<file path="src/rtl/core/lfr_pkg.sv">
// Shared types and constants for the LRU frame replacer.
`default_nettype none

package lfr_pkg;

   // Fixed field widths of the request and response items.
   localparam int CMD_W   = 2;
   localparam int FRAME_W = 6;
   localparam int COUNT_W = 7;

   // Number of frame numbers that the request field can name.
   localparam int FRAME_SPAN = 2 ** FRAME_W;

   typedef enum logic [CMD_W-1:0] {
      CMD_PIN    = 2'd0,
      CMD_UNPIN  = 2'd1,
      CMD_VICTIM = 2'd2
   } cmd_type;

   // Controller to datapath strobes.
   typedef struct packed {
      logic load;     // capture the item and start the link reads
      logic commit;   // apply the update and load the result register
   } ctl_type;

endpackage

`default_nettype wire

</file>
<file path="src/rtl/core/lfr_req_if.sv">
// Request channel: one command with a frame number per item.
`default_nettype none

interface lfr_req_if;
   logic                        valid;
   logic                        ready;
   logic [lfr_pkg::CMD_W-1:0]   command;
   logic [lfr_pkg::FRAME_W-1:0] frame_number;

   modport source (output valid, output command, output frame_number, input ready);
   modport sink   (input valid, input command, input frame_number, output ready);
endinterface

`default_nettype wire

</file>
<file path="src/rtl/core/lfr_rsp_if.sv">
// Response channel: victim report and set size per item.
`default_nettype none

interface lfr_rsp_if;
   logic                        valid;
   logic                        ready;
   logic                        victim_found;
   logic [lfr_pkg::FRAME_W-1:0] victim_frame;
   logic [lfr_pkg::COUNT_W-1:0] set_size;

   modport source (output valid, output victim_found, output victim_frame,
                   output set_size, input ready);
   modport sink   (input valid, input victim_found, input victim_frame,
                   input set_size, output ready);
endinterface

`default_nettype wire

</file>
<file path="src/rtl/core/lru_frame_replacer_core.sv">
// Top level of the LRU frame replacer: controller, datapath and channel hookup.
`default_nettype none

// The replacer keeps the evictable frames of a buffer pool in age order as a
// doubly linked list in two link memories, with one membership bit per frame.
// Each request item carries a command and a frame number: pin removes a
// present frame, unpin appends an absent frame at the newest end (a frame
// already present keeps its age), and victim removes and reports the oldest
// frame, or reports not found on an empty set. Command code 3 changes nothing,
// nor do pin and unpin of frame numbers at or above FRAME_COUNT. Each request
// gives exactly one response item with the set size after the command. An
// item first reads the frame's links from the link memories, then writes the
// relinked neighbors and loads the result register; only then is a new
// request taken, even while a result still waits on the response channel;
// the item after it holds in its update cycle until that result is taken.
// Membership bits clear at reset, so the block is ready once reset falls.

module lru_frame_replacer_core #(
   parameter int FRAME_COUNT = 64
) (
   input  wire logic  clock,
   input  wire logic  reset,
   lfr_req_if.sink    req_chan,
   lfr_rsp_if.source  rsp_chan
);

   lfr_pkg::ctl_type ctl;

   // Sequence each item: accept, read links, then commit.
   lfr_controller u_controller (
      .clock     (clock),
      .reset     (reset),
      .req_valid (req_chan.valid),
      .req_ready (req_chan.ready),
      .rsp_valid (rsp_chan.valid),
      .rsp_ready (rsp_chan.ready),
      .ctl       (ctl)
   );

   // Hold the list state and drive the response payload.
   lfr_datapath #(
      .FRAME_COUNT (FRAME_COUNT)
   ) u_datapath (
      .clock            (clock),
      .reset            (reset),
      .ctl              (ctl),
      .req_command      (req_chan.command),
      .req_frame_number (req_chan.frame_number),
      .rsp_victim_found (rsp_chan.victim_found),
      .rsp_victim_frame (rsp_chan.victim_frame),
      .rsp_set_size     (rsp_chan.set_size)
   );

endmodule

`default_nettype wire

</file>
<file path="src/rtl/core/lfr_datapath.sv">
// Datapath: membership bits, link memories, list ends and result register.
`default_nettype none

module lfr_datapath #(
   parameter int FRAME_COUNT = 64
) (
   input  wire logic                        clock,
   input  wire logic                        reset,
   input  wire lfr_pkg::ctl_type            ctl,
   input  wire logic [lfr_pkg::CMD_W-1:0]   req_command,
   input  wire logic [lfr_pkg::FRAME_W-1:0] req_frame_number,
   output logic                             rsp_victim_found,
   output logic [lfr_pkg::FRAME_W-1:0]      rsp_victim_frame,
   output logic [lfr_pkg::COUNT_W-1:0]      rsp_set_size
);

   // Only frames the request field can name ever need storage.
   localparam int NumSlots = (FRAME_COUNT < lfr_pkg::FRAME_SPAN) ? FRAME_COUNT
                                                                  : lfr_pkg::FRAME_SPAN;
   localparam int SlotW = $clog2(NumSlots);

   logic [lfr_pkg::CMD_W-1:0]   cmd_ff;
   logic [lfr_pkg::FRAME_W-1:0] frame_ff;

   logic                        mark_ff [NumSlots];
   logic [SlotW-1:0]            oldest_ff, oldest_in;
   logic [SlotW-1:0]            newest_ff, newest_in;
   logic [lfr_pkg::COUNT_W-1:0] count_ff, count_in;

   logic [SlotW-1:0] next_mem [NumSlots];
   logic [SlotW-1:0] prev_mem [NumSlots];
   logic [SlotW-1:0] next_rd_ff, prev_rd_ff;
   logic [SlotW-1:0] rd_addr;

   logic             next_we, prev_we;
   logic [SlotW-1:0] next_wa, next_wd, prev_wa, prev_wd;

   logic             in_range, is_member, do_unlink, do_append, found;
   logic [SlotW-1:0] slot, target;

   logic                        found_ff;
   logic [lfr_pkg::FRAME_W-1:0] vframe_ff;
   logic [lfr_pkg::COUNT_W-1:0] size_ff;

   // Read the links of the frame this item touches.
   always_comb begin
      if (req_command == lfr_pkg::CMD_VICTIM) begin
         rd_addr = oldest_ff;
      end else begin
         rd_addr = req_frame_number[SlotW-1:0];
      end
   end

   always_ff @(posedge clock) begin
      if (ctl.load) begin
         cmd_ff   <= req_command;
         frame_ff <= req_frame_number;
      end
   end

   always_ff @(posedge clock) begin
      if (next_we) begin
         next_mem[next_wa] <= next_wd;
      end
      if (ctl.load) begin
         next_rd_ff <= next_mem[rd_addr];
      end
   end

   always_ff @(posedge clock) begin
      if (prev_we) begin
         prev_mem[prev_wa] <= prev_wd;
      end
      if (ctl.load) begin
         prev_rd_ff <= prev_mem[rd_addr];
      end
   end

   always_comb begin
      slot      = frame_ff[SlotW-1:0];
      in_range  = ({1'b0, frame_ff} < (lfr_pkg::FRAME_W + 1)'(NumSlots));
      is_member = in_range && mark_ff[slot];
      found     = (cmd_ff == lfr_pkg::CMD_VICTIM) && (count_ff != '0);
      do_unlink = ((cmd_ff == lfr_pkg::CMD_PIN) && is_member) || found;
      do_append = (cmd_ff == lfr_pkg::CMD_UNPIN) && in_range && !is_member;
      target    = found ? oldest_ff : slot;

      oldest_in = oldest_ff;
      newest_in = newest_ff;
      count_in  = count_ff;
      next_we   = 1'b0;
      next_wa   = newest_ff;
      next_wd   = slot;
      prev_we   = 1'b0;
      prev_wa   = slot;
      prev_wd   = newest_ff;

      if (do_unlink) begin
         count_in = count_ff - lfr_pkg::COUNT_W'(1);
         if (count_ff > lfr_pkg::COUNT_W'(1)) begin
            if (target == oldest_ff) begin
               oldest_in = next_rd_ff;
            end else if (target == newest_ff) begin
               newest_in = prev_rd_ff;
            end else begin
               // Bridge the neighbors around the removed node.
               next_we = ctl.commit;
               next_wa = prev_rd_ff;
               next_wd = next_rd_ff;
               prev_we = ctl.commit;
               prev_wa = next_rd_ff;
               prev_wd = prev_rd_ff;
            end
         end
      end else if (do_append) begin
         count_in  = count_ff + lfr_pkg::COUNT_W'(1);
         newest_in = slot;
         if (count_ff == '0) begin
            oldest_in = slot;
         end else begin
            next_we = ctl.commit;
            prev_we = ctl.commit;
         end
      end
   end

   always_ff @(posedge clock) begin
      if (reset) begin
         for (int i = 0; i < NumSlots; i++) begin
            mark_ff[i] <= 1'b0;
         end
         oldest_ff <= '0;
         newest_ff <= '0;
         count_ff  <= '0;
      end else if (ctl.commit) begin
         if (do_unlink) begin
            mark_ff[target] <= 1'b0;
         end else if (do_append) begin
            mark_ff[slot] <= 1'b1;
         end
         oldest_ff <= oldest_in;
         newest_ff <= newest_in;
         count_ff  <= count_in;
      end
   end

   always_ff @(posedge clock) begin
      if (ctl.commit) begin
         found_ff  <= found;
         vframe_ff <= found ? lfr_pkg::FRAME_W'(oldest_ff) : '0;
         size_ff   <= count_in;
      end
   end

   assign rsp_victim_found = found_ff;
   assign rsp_victim_frame = vframe_ff;
   assign rsp_set_size     = size_ff;

endmodule

`default_nettype wire

</file>
<file path="src/rtl/core/lfr_controller.sv">
// Controller: sequences one item through the link read and the update.
`default_nettype none

module lfr_controller (
   input  wire logic             clock,
   input  wire logic             reset,
   input  wire logic             req_valid,
   output logic                  req_ready,
   output logic                  rsp_valid,
   input  wire logic             rsp_ready,
   output lfr_pkg::ctl_type      ctl
);

   typedef enum logic {
      ST_IDLE,
      ST_EXEC
   } state_type;

   state_type state_ff;
   logic      rsp_valid_ff;
   logic      commit;

   // Finish only when the result register is free or being emptied.
   assign commit     = (state_ff == ST_EXEC) && (!rsp_valid_ff || rsp_ready);
   assign req_ready  = (state_ff == ST_IDLE);
   assign ctl.load   = req_valid && req_ready;
   assign ctl.commit = commit;
   assign rsp_valid  = rsp_valid_ff;

   always_ff @(posedge clock) begin
      if (reset) begin
         state_ff     <= ST_IDLE;
         rsp_valid_ff <= 1'b0;
      end else begin
         unique case (state_ff)
            ST_IDLE: begin
               if (req_valid) begin
                  state_ff <= ST_EXEC;
               end
            end
            ST_EXEC: begin
               if (commit) begin
                  state_ff <= ST_IDLE;
               end
            end
            default: begin
               state_ff <= ST_IDLE;
            end
         endcase
         if (commit) begin
            rsp_valid_ff <= 1'b1;
         end else if (rsp_ready) begin
            rsp_valid_ff <= 1'b0;
         end
      end
   end

endmodule

`default_nettype wire
</file>
<file path="src/flat_wrapper.sv">
// flat-port wrapper written by rule: the top's interface ports become plain ports
module lru_frame_replacer_core_flat 
#(
   parameter int FRAME_COUNT = 64
)
  (clock, reset, req_chan_valid, req_chan_command, req_chan_frame_number, req_chan_ready, rsp_chan_valid, rsp_chan_victim_found, rsp_chan_victim_frame, rsp_chan_set_size, rsp_chan_ready);
  lfr_req_if req_chan_i ();
  lfr_rsp_if rsp_chan_i ();
  input  wire logic clock;
  input  wire logic reset;
  input wire logic [$bits(req_chan_i.valid)-1:0] req_chan_valid;
  input wire logic [$bits(req_chan_i.command)-1:0] req_chan_command;
  input wire logic [$bits(req_chan_i.frame_number)-1:0] req_chan_frame_number;
  output wire logic [$bits(req_chan_i.ready)-1:0] req_chan_ready;
  output wire logic [$bits(rsp_chan_i.valid)-1:0] rsp_chan_valid;
  output wire logic [$bits(rsp_chan_i.victim_found)-1:0] rsp_chan_victim_found;
  output wire logic [$bits(rsp_chan_i.victim_frame)-1:0] rsp_chan_victim_frame;
  output wire logic [$bits(rsp_chan_i.set_size)-1:0] rsp_chan_set_size;
  input wire logic [$bits(rsp_chan_i.ready)-1:0] rsp_chan_ready;
  assign req_chan_i.valid = req_chan_valid;
  assign req_chan_i.command = req_chan_command;
  assign req_chan_i.frame_number = req_chan_frame_number;
  assign req_chan_ready = req_chan_i.ready;
  assign rsp_chan_valid = rsp_chan_i.valid;
  assign rsp_chan_victim_found = rsp_chan_i.victim_found;
  assign rsp_chan_victim_frame = rsp_chan_i.victim_frame;
  assign rsp_chan_set_size = rsp_chan_i.set_size;
  assign rsp_chan_i.ready = rsp_chan_ready;
  lru_frame_replacer_core #(.FRAME_COUNT(FRAME_COUNT)) u_core (.clock(clock), .reset(reset), .req_chan(req_chan_i), .rsp_chan(rsp_chan_i));
endmodule
</file>
<file path="config.mk">
export PLATFORM = sky130hd
export DESIGN_NAME = lru_frame_replacer_core_flat
export DESIGN_NICKNAME = d
export VERILOG_FILES = /design/src/rtl/core/lfr_pkg.sv /design/src/rtl/core/lfr_req_if.sv /design/src/rtl/core/lfr_rsp_if.sv /design/src/rtl/core/lru_frame_replacer_core.sv /design/src/rtl/core/lfr_datapath.sv /design/src/rtl/core/lfr_controller.sv /design/src/flat_wrapper.sv
export SDC_FILE = /design/constraint.sdc
export NUM_CORES = 1
export LEC_CHECK = 0
export BUFFER_PORTS_ARGS = -buffer_cell sky130_fd_sc_hd__clkbuf_2
export CAP_MARGIN = 10
export CORE_MARGIN = 5
export CORE_UTILIZATION = 27
export DETAILED_ROUTE_END_ITERATION = 16
export MAX_ROUTING_LAYER = met4
export PLACE_DENSITY_LB_ADDON = 0.12
export SLEW_MARGIN = 20
export SYNTH_ARGS = -nofsm -noshare
export SYNTH_HDL_FRONTEND = slang
export SYNTH_SLANG_ARGS = --single-unit
</file>
<file path="constraint.sdc">
create_clock -name clock -period 6.7 [get_ports clock]
set_input_delay 0.67 -clock clock [delete_from_list [all_inputs] [get_ports clock]]
set_output_delay 0.67 -clock clock [all_outputs]
set_load 0.02 [all_outputs]
</file>
After elaboration in Yosys (flattened, before gate mapping)
Memories as Yosys holds them, arrays and structs flattened. A register that Yosys moved wholly into a read port is not among the register bits.
Cells that the tools add are included.
W data, S select, Z words.
{"block": "classes", "n_mux": 53, "n_reduce_logical": 19, "n_bitwise": 1, "n_eq_ne": 9, "order_cmp": 1, "add_sub_neg": 2}
{"cell": "$mux W6", "count": 23}
{"cell": "$mux W1", "count": 27}
{"cell": "$mux W7", "count": 2}
{"cell": "$eq A6 B6 Y1", "count": 2}
{"cell": "$reduce_and A5 Y1", "count": 2}
{"cell": "$add A7 B1 Y7 const B", "count": 1}
{"cell": "$gt A7 B1 Y1 const B", "count": 1}
{"cell": "$logic_not A7 Y1", "count": 1}
{"cell": "$reduce_bool A7 Y1", "count": 1}
{"cell": "$sub A7 B1 Y7 const B", "count": 1}
{"cell": "$ne A2 B1 Y1 const B", "count": 3}
{"cell": "$reduce_bool A2 Y1", "count": 3}
{"cell": "$logic_and A1 B1 Y1", "count": 5}
{"cell": "$eq A2 B2 Y1 const B", "count": 2}
{"cell": "$eq A2 B1 Y1 const B", "count": 1}
{"cell": "$logic_not A1 Y1", "count": 2}
{"cell": "$logic_not A2 Y1", "count": 1}
{"cell": "$logic_or A1 B1 Y1", "count": 2}
{"cell": "$ne A2 B2 Y1 const B", "count": 1}
{"cell": "$pmux W1 S2", "count": 1}
{"cell": "$reduce_or A1 Y1", "count": 2}
{"cell": "$not A1 Y1", "count": 1}
{"block": "totals", "ram_bits": 832, "elab_cells": 98, "regBits": 43, "mem_count": 3}
{"name": "u_core.u_datapath.next_mem", "words": 64, "word_bits": 6, "rd": 1, "rd_clocked_by_memory_dff": 1, "wr": 1, "line": "lfr_datapath.sv:30", "source": "logic [SlotW-1:0] next_mem [NumSlots];"}
{"name": "u_core.u_datapath.prev_mem", "words": 64, "word_bits": 6, "rd": 1, "rd_clocked_by_memory_dff": 1, "wr": 1, "line": "lfr_datapath.sv:31", "source": "logic [SlotW-1:0] prev_mem [NumSlots];"}
{"name": "u_core.u_datapath.mark_ff", "words": 64, "word_bits": 1, "rd": 1, "rd_clocked_by_memory_dff": 1, "wr": 64, "line": "lfr_datapath.sv:25", "source": "logic mark_ff [NumSlots];"}

Depth between registers and ports, before layout
Gate-level depths: netlist of run 1.
{"block": "logic_depth", "depth_word": 10, "depth_mapped": 13, "depth_no_buf": 11}

Hierarchy
Synthesis of run 1 repeated with hierarchy kept, for this count alone.
{"block": "unflattened", "cells_unflattened": 2156, "area_unflattened_um2": 38185.4}
{"module": "lfr_datapath", "area_per_inst_um2": 38090.3, "seq_area_each_um2": 26505.4, "n_inst": 1, "cells_per_inst": 2146}
{"module": "lfr_controller", "area_per_inst_um2": 95.1, "seq_area_each_um2": 40.0, "n_inst": 1, "cells_per_inst": 10}

Worst setup path after synthesis of run 1
Ideal clock, no wire load.
{"block": "synth_path", "kind": "flip-flop to flip-flop", "startpoint": "register u_core.u_datapath.frame_ff[0] (netlist bit)", "endpoint": "memory u_core.u_datapath.prev_mem[0][5] (netlist bit), data pin", "synth_period_minus_slack_ns": 5.457, "setup_slack_ns": 1.243, "arrival_ns": 4.756, "setup_time_ns": 0.702, "path_buffers": 3, "stages_incl_launch_ff": 10, "cell_sequence": "edfxtp_1 clkbuf_1 xor2_1 a2111o_1 o31a_1 nor4_1 a211oi_4 buf_6 buf_6 o21ai_0"}
{"block": "synth_between", "elab_chain_cells": 6, "word_cells_on_any_way": 7}
{"item": "start, declared", "line": "lfr_datapath.sv:23", "source": "logic [lfr_pkg::FRAME_W-1:0] frame_ff;"}
{"item": "start signal, assigned", "line": "lfr_datapath.sv:57", "source": "frame_ff <= req_frame_number;"}
{"item": "$mux W6 *", "line": "lfr_datapath.sv:86", "source": "target = found ? oldest_ff : slot;"}
{"item": "$eq A6 B6 Y1", "line": "lfr_datapath.sv:103", "source": "end else if (target == newest_ff) begin"}
{"item": "$mux W6"}
{"item": "$mux W6 * (3 in series)"}
{"item": "net u_core.u_datapath.next_wa[5]", "line": "lfr_datapath.sv:36", "source": "logic [SlotW-1:0] next_wa, next_wd, prev_wa, prev_wd;"}
{"item": "end, declared", "line": "lfr_datapath.sv:31"}
The timed path passes the listed nets; every way through them passes the cells marked *.

==> run metrics, run 1 <==
post_cts resized=0; CP Capture Type=register; ys flop type=edfxtp_1; top cell type's share of synthesized area=between 60% and 70%; Setup TNS=0 ns; Min Clock Period, post-route=slightly above 5 ns; Pre-Repair DR Iteration Count=5; PD cells=between 300 and 400 nW/µm²; Worst slew margin=20.7%; Top Ports=28; Worst EP arrival=5.35 ns; post-route cell area=roughly 44000 µm²; RSZ-0062 raised after global routing=false; Setup Viol. Count Final=0; area delta synth->final=15.6%; core area=around 140000 µm²; Achievable Freq=198 MHz; crit share post-route=75.2%; postcts setup bufs=0; yosys warns=0; placed cell areas=roughly 40000 µm²; input/output buffers=27; clk buf depth=3; CTS H-tree lvls=3; Post-CTS Hold Fix Bufs=0; Die W=385 µm; r2r worst-path depth=9; Worst-path clk slew=around 0.07 ns; Placer Congestion=0.751; dominant cell type by area after synthesis=edfxtp_1; skew final=0.0353 ns; critical path fanouts, max=13; total gr overflow=0; status=finished clean; Place WS=between 1.5 and 2 ns; routed vias/inst=between 4 and 5; sequential element share of the synthesized area=between 60% and 70%; layout cell share with drive strength beyond 1=22.3%; vias=19600; Mapped Nets=between 2000 and 2500; final core occ=31.5%; Worst Hold Depth=1; placement row count=137; Routed WL per cell=25.3 µm; DPL Wire Length=between 60000 and 70000 µm; top post-synthesis cells by area=edfxtp_1 68%, mux4_2 12%, mux2i_1 5.7%, nor2_1 1.5%, dfxtp_1 1.4%; post-route antenna net violation count=0; final hold viol count=0; Cells after Synth=between 2000 and 2500; residual DRC count=0; Max Cap Violations=0; CTS tree=yes; DR iter-0 viols=approximately 1400; synthesized area=38000 µm²; initial antenna violation count=0; synthesized flop and latch total=~890; Slew Limit Fails=0; largest net degree at the start of global routing=between 100 and 150; WS Path Type=reg2reg; number of synthesized flops with an enable pin=between 800 and 900; worst-margin pin slew=1.19 ns; number of CTS-inserted buffers=approximately 100; # diodes=0; die area=about 150000 µm²; number of global-route vias before repair=approximately 21000; DRT Wirelength=around 100000 µm; clock sinks=893; setup slack after layout=between 1.5 and 2 ns; non-filler instance count after layout=about 4100; Syn Area/Cell=approximately 18 µm²; placed cell count=a little under 4000; worst hold path class=in2reg; starting density of the core=between 20% and 30%; first-pass GRT wire length=152000 µm; Cell variety after synth=73; Die Span Y=between 300 and 400 µm; Async SR Flop Fraction=0%; Max VDD drop=between 200 and 250 µV; Crit path required time=7.01 ns; CTS Root Cell=clkbuf_16; startpoint types=register; Clock Latency Late Sink=about 0.7 ns; leakage=around 0.015 µW; All-Layer GR Usage=14.4%; nets=2161
==> cells in the mapped netlist, types with 7 or more instances <==
| cell type | count |
|---|---|
| a21o_1 | 66 |
| a21oi_1 | 90 |
| and3_1 | 9 |
| buf_1 | 17 |
| buf_2 | 24 |
| buf_6 | 7 |
| clkbuf_1 | 70 |
| dfxtp_1 | 27 |
| edfxtp_1 | 866 |
| inv_1 | 16 |
| mux2_2 | 28 |
| mux2i_1 | 218 |
| mux4_2 | 207 |
| nand2_1 | 45 |
| nand2b_1 | 8 |
| nand3_1 | 18 |
| nand3b_1 | 7 |
| nand4_1 | 7 |
| nor2_1 | 155 |
| nor2b_1 | 21 |
| nor3_1 | 40 |
| nor3b_1 | 10 |
| o21ai_0 | 10 |
| o32ai_1 | 8 |
| or3_1 | 8 |
| xor2_1 | 16 |
==> per-layer routing <==
metal  global-route usage [%]  up-vias  share of wire, %
met3                     2.36      154               4.0
met1                     19.3    10400                45
met5                        -        -                 0
li1                         -     8616                 -
met4                     3.55        0               2.3
met2                     23.2      420                49
==> sequential cells by signal, indices dropped and copies added, names as in the netlist, named ones only <==
signal	flops
u_core.u_datapath.rsp_set_size	7
u_core.u_datapath.rsp_victim_frame	6
u_core.u_datapath.count_ff	7
u_core.u_datapath.newest_ff	6
u_core.u_datapath.rsp_victim_found	1
u_core.u_datapath.next_rd_ff	6
u_core.u_controller.rsp_valid	1
u_core.u_datapath.mark_ff	64
u_core.u_datapath.prev_rd_ff	6
u_core.u_datapath.frame_ff	6
u_core.u_datapath.oldest_ff	6
u_core.u_datapath.next_mem	384
u_core.u_datapath.cmd_ff	2
u_core.u_controller.state_ff	1
u_core.u_datapath.prev_mem	384
==> path summary, 6_finish.rpt <==
check,slack (ns),startpoint,endpoint
setup / recovery,1.66,register,u_core.u_datapath.next_mem[15][3]
hold / removal,0.20,req_chan_command[0],u_core.u_datapath.cmd_ff[0]
setup reg to reg,1.66,register,u_core.u_datapath.next_mem[15][3]
hold reg to reg,0.54,u_core.u_controller.rsp_valid,u_core.u_controller.rsp_valid
==> area by class of cell <==
| cell class | instances | area (µm²) |
|---|---|---|
| clock buffers | 122 | 2690 |
| well taps | 1876 | 2350 |
| flip-flops and latches | 893 | 26500 |
| multi-input cells | 1064 | 11000 |
| repair buffers | 67 | 536 |
| inverters | 18 | 67.6 |
| clock inverters | 69 | 783 |
| fillers | 13500 | 95800 |
==> metrics by stage <==
step,total power (µW),hold slack [ns]
3_5_place_dp,7720,0.530
2_1_floorplan,7240,0.478
4_1_cts,13600,0.151
6_report,13300,0.205
5_1_grt,13900,0.170
3_3_place_gp,7710,0.510
==> power breakdown <==
group          switching, µW  leakage (µW)  internal [µW]
Clock                   2330       0.00169           3450
Combinational            779       0.00472            408
Sequential              79.7       0.00819           6300
==> placed cells by master (no fill, tap or decap), types with 21 or more instances in the layout <==
master	Yosys	routed
edfxtp_1	866	866
mux2i_1	218	214
mux4_2	207	207
nor2_1	155	155
clkbuf_16	0	105
a21oi_1	90	86
a21o_1	66	66
nand2_1	45	44
nor3_1	40	40
buf_4	6	32
dfxtp_1	27	27
clkbuf_2	0	26
mux2_2	28	23
clkinv_2	0	22
clkinv_1	1	21
==> worst max-delay path, cell delays in order, from the launching register on <==
cell and delay [ns]:
dfxtp_1 0.85, buf_4 0.28, mux4_2 0.51, mux2i_1 0.17, a221o_1 0.24, o221ai_2 0.20
nor3_4 0.57, buf_4 0.28, nand4_1 0.67, a21oi_1 0.84
==> kinds of logic after synthesis <==
family                     share of synthesized area, %
xor gates and xnor gates                          0.507
muxes                                              18.8
AOI/OAI and AO/OA                                  4.00
adders and majority gates                        0.0988
DFF                                                69.8
and+or+nand+nor                                    5.05
buffers and inverters                              1.68
(Power assumes the default switching activity.)
==> run 2: changes to the inputs <==
clock period = 4.9 ns   (was 6.7 ns; I/O delays follow)
==> run 2 against run 1 <==
- non-clock buffer count rose by 170
- flip-flop and latch count unchanged
- critical path depth grew 1
- clock-buffer cell count is the same
- design area increased by 2.5%
- die area unchanged
- power rose by 34%
- fmax rose by 18%
- global-route usage hardly changed
- clock skew is 0.013 ns higher
==> run metrics, run 2 (synthesized netlist as in run 1, its figures left out) <==
status=finished clean; CP Buf/Inv Count=3; CP top delay family=compound AO/OA/AOI/OAI gates; Top Ports=28; clk buf depth=3; layout cell share with drive strength beyond 1=between 20 and 30%; final hold viol count=0; Worst EP arrival=between 4 and 5 ns; Max VDD drop=between 200 and 250 µV; largest net degree at the start of global routing=76; DPL Wire Length=~67000 µm; first-pass GRT wire length=153000 µm; most frequent cells in the layout=866 x edfxtp_1, 215 x mux2i_1, 207 x mux4_2; Slew Limit Fails=0; placement row count=137; core area=roughly 140000 µm²; CTS H-tree lvls=3; PD cells=398 nW/µm²; FF/Latch Area=about 27000 µm²; worst hold path class=in2reg; Crit path required time=roughly 5.2 ns; vias=20100; postcts setup bufs=0; # diodes=0; Post-CTS Hold Fix Bufs=3; area delta synth->final=18.5%; skew final=slightly below 0.05 ns; Layout fillers=approximately 13000; Setup Viol. Count Final=0; final core occ=32.2%; number of global-route vias before repair=between 20000 and 25000; CTS Root Cell=clkbuf_16; Overall Power=approximately 18000 µW; DRT Wirelength=between 100000 and 150000 µm; clock sinks=893; commonest non-fill, non-tap cell in the layout=edfxtp_1; Min Clock Period, post-route=4.28 ns; Routed WL per cell=~24 µm; CTS tree=yes; Placer Congestion=just under 0.8; post-route antenna net violation count=0; reg2reg setup slack=around 0.62 ns; post_cts resized=0; CP cell instances=or4_1 -> o21ai_4 -> inv_2 -> a31oi_4 -> nand2_2 -> a211oi_4 -> buf_12 -> mux2i_1 -> buf_4 -> a21oi_1; critical path fanouts, max=50; Pre-Repair DR Iteration Count=5; routed vias/inst=4.71; Critical Path Slowest Stage Cell=or4_1; startpoint types=register; Die W=between 300 and 400 µm; initial antenna violation count=0; CP Capture Type=register; RSZ-0062 raised after global routing=false; nets=2328; Critical Path Max Stage Delay=approximately 0.73 ns; DR iter-0 viols=between 1500 and 2000; crit share post-route=approximately 87%; worst-margin pin slew=between 1 and 1.5 ns; residual DRC count=0; leakage=approximately 0.015 µW; Die Span Y=385 µm; Worst slew margin=31.3%; Clock Latency Late Sink=roughly 0.72 ns; total gr overflow=0; Max Cap Violations=0; WS Path Type=reg2reg; All-Layer GR Usage=about 14%; input/output buffers=27; starting density of the core=between 20% and 30%; final hold slack=between 0.07 and 0.08 ns; die area=148000 µm²; Multi-input gate area=~11000 µm²; Achievable Freq=between 200 and 250 MHz; Setup TNS=0 ns; number of CTS-inserted buffers=between 90 and 100; Top Registers=u_core.u_datapath.next_mem (384), u_core.u_datapath.prev_mem (384), u_core.u_datapath.mark_ff (64); Worst-path clk slew=0.06 ns
[run 2: cell types whose count changed in the layout (fill, tap and decap cells not counted), moves of 4 or more]
cell and change:
buf_4 +161, buf_12 +6, clkinv_2 -6, clkbuf_16 -5, mux2_2 +5, mux2_4 -5
clkbuf_1 +4
[run 2: routing by layer]
layer | track usage, % | vias up | share of wire [%]
li1 | - | 8934 | -
met1 | 19.3 | 10700 | 46
met3 | 2.24 | 151 | 3.0
met5 | - | - | 0
met4 | 3.46 | 0 | 2.1
met2 | 23.1 | 348 | 48
[run 2: power by group]
part	total, µW	internal [µW]	switching (µW)	leakage [µW]
registers	8690	8610	83.6	0.00819
logic	1680	599	1080	0.00559
clock network	7540	4410	3130	0.00158
total	17900	13600	4290	0.0154
[run 2: final timing paths]
kind | cells past startpoint | endpoint | from
worst max-delay path | 10 | u_core.u_datapath.next_mem[4][5] | u_core.u_datapath.count_ff[2]
worst max register to register | 10 | u_core.u_datapath.next_mem[4][5] | u_core.u_datapath.count_ff[2]
worst min register to register | 2 | u_core.u_controller.rsp_valid | u_core.u_controller.rsp_valid
worst min-delay path | 3 | u_core.u_controller.state_ff | req_chan_valid
[run 2: cell type report]
type                    instances  share of cell area [%]
clock inverters                61                    1.50
well taps                    1876                    5.21
repair buffers                237                    4.21
flip-flops and latches        893                    58.9
inverters                      18                   0.150
clock buffers                 122                    5.76
multi-input cells            1064                    24.2
[run 2: worst min-delay path: stages]
cell and delay [ns]:
clkbuf_2 0.09, nor2_1 0.09, nor3_1 0.04
[run 2: per-stage QoR]
stage                     std cells  cell area (µm²)  setup slack [ns]
after floorplan                2099            38000             0.546
final                          4271            45000             0.618
after detailed placement       4085            41700             0.615
after global routing           4271            45000             0.354
after global placement         4085            41700             0.627
after CTS                      4271            45000             0.582
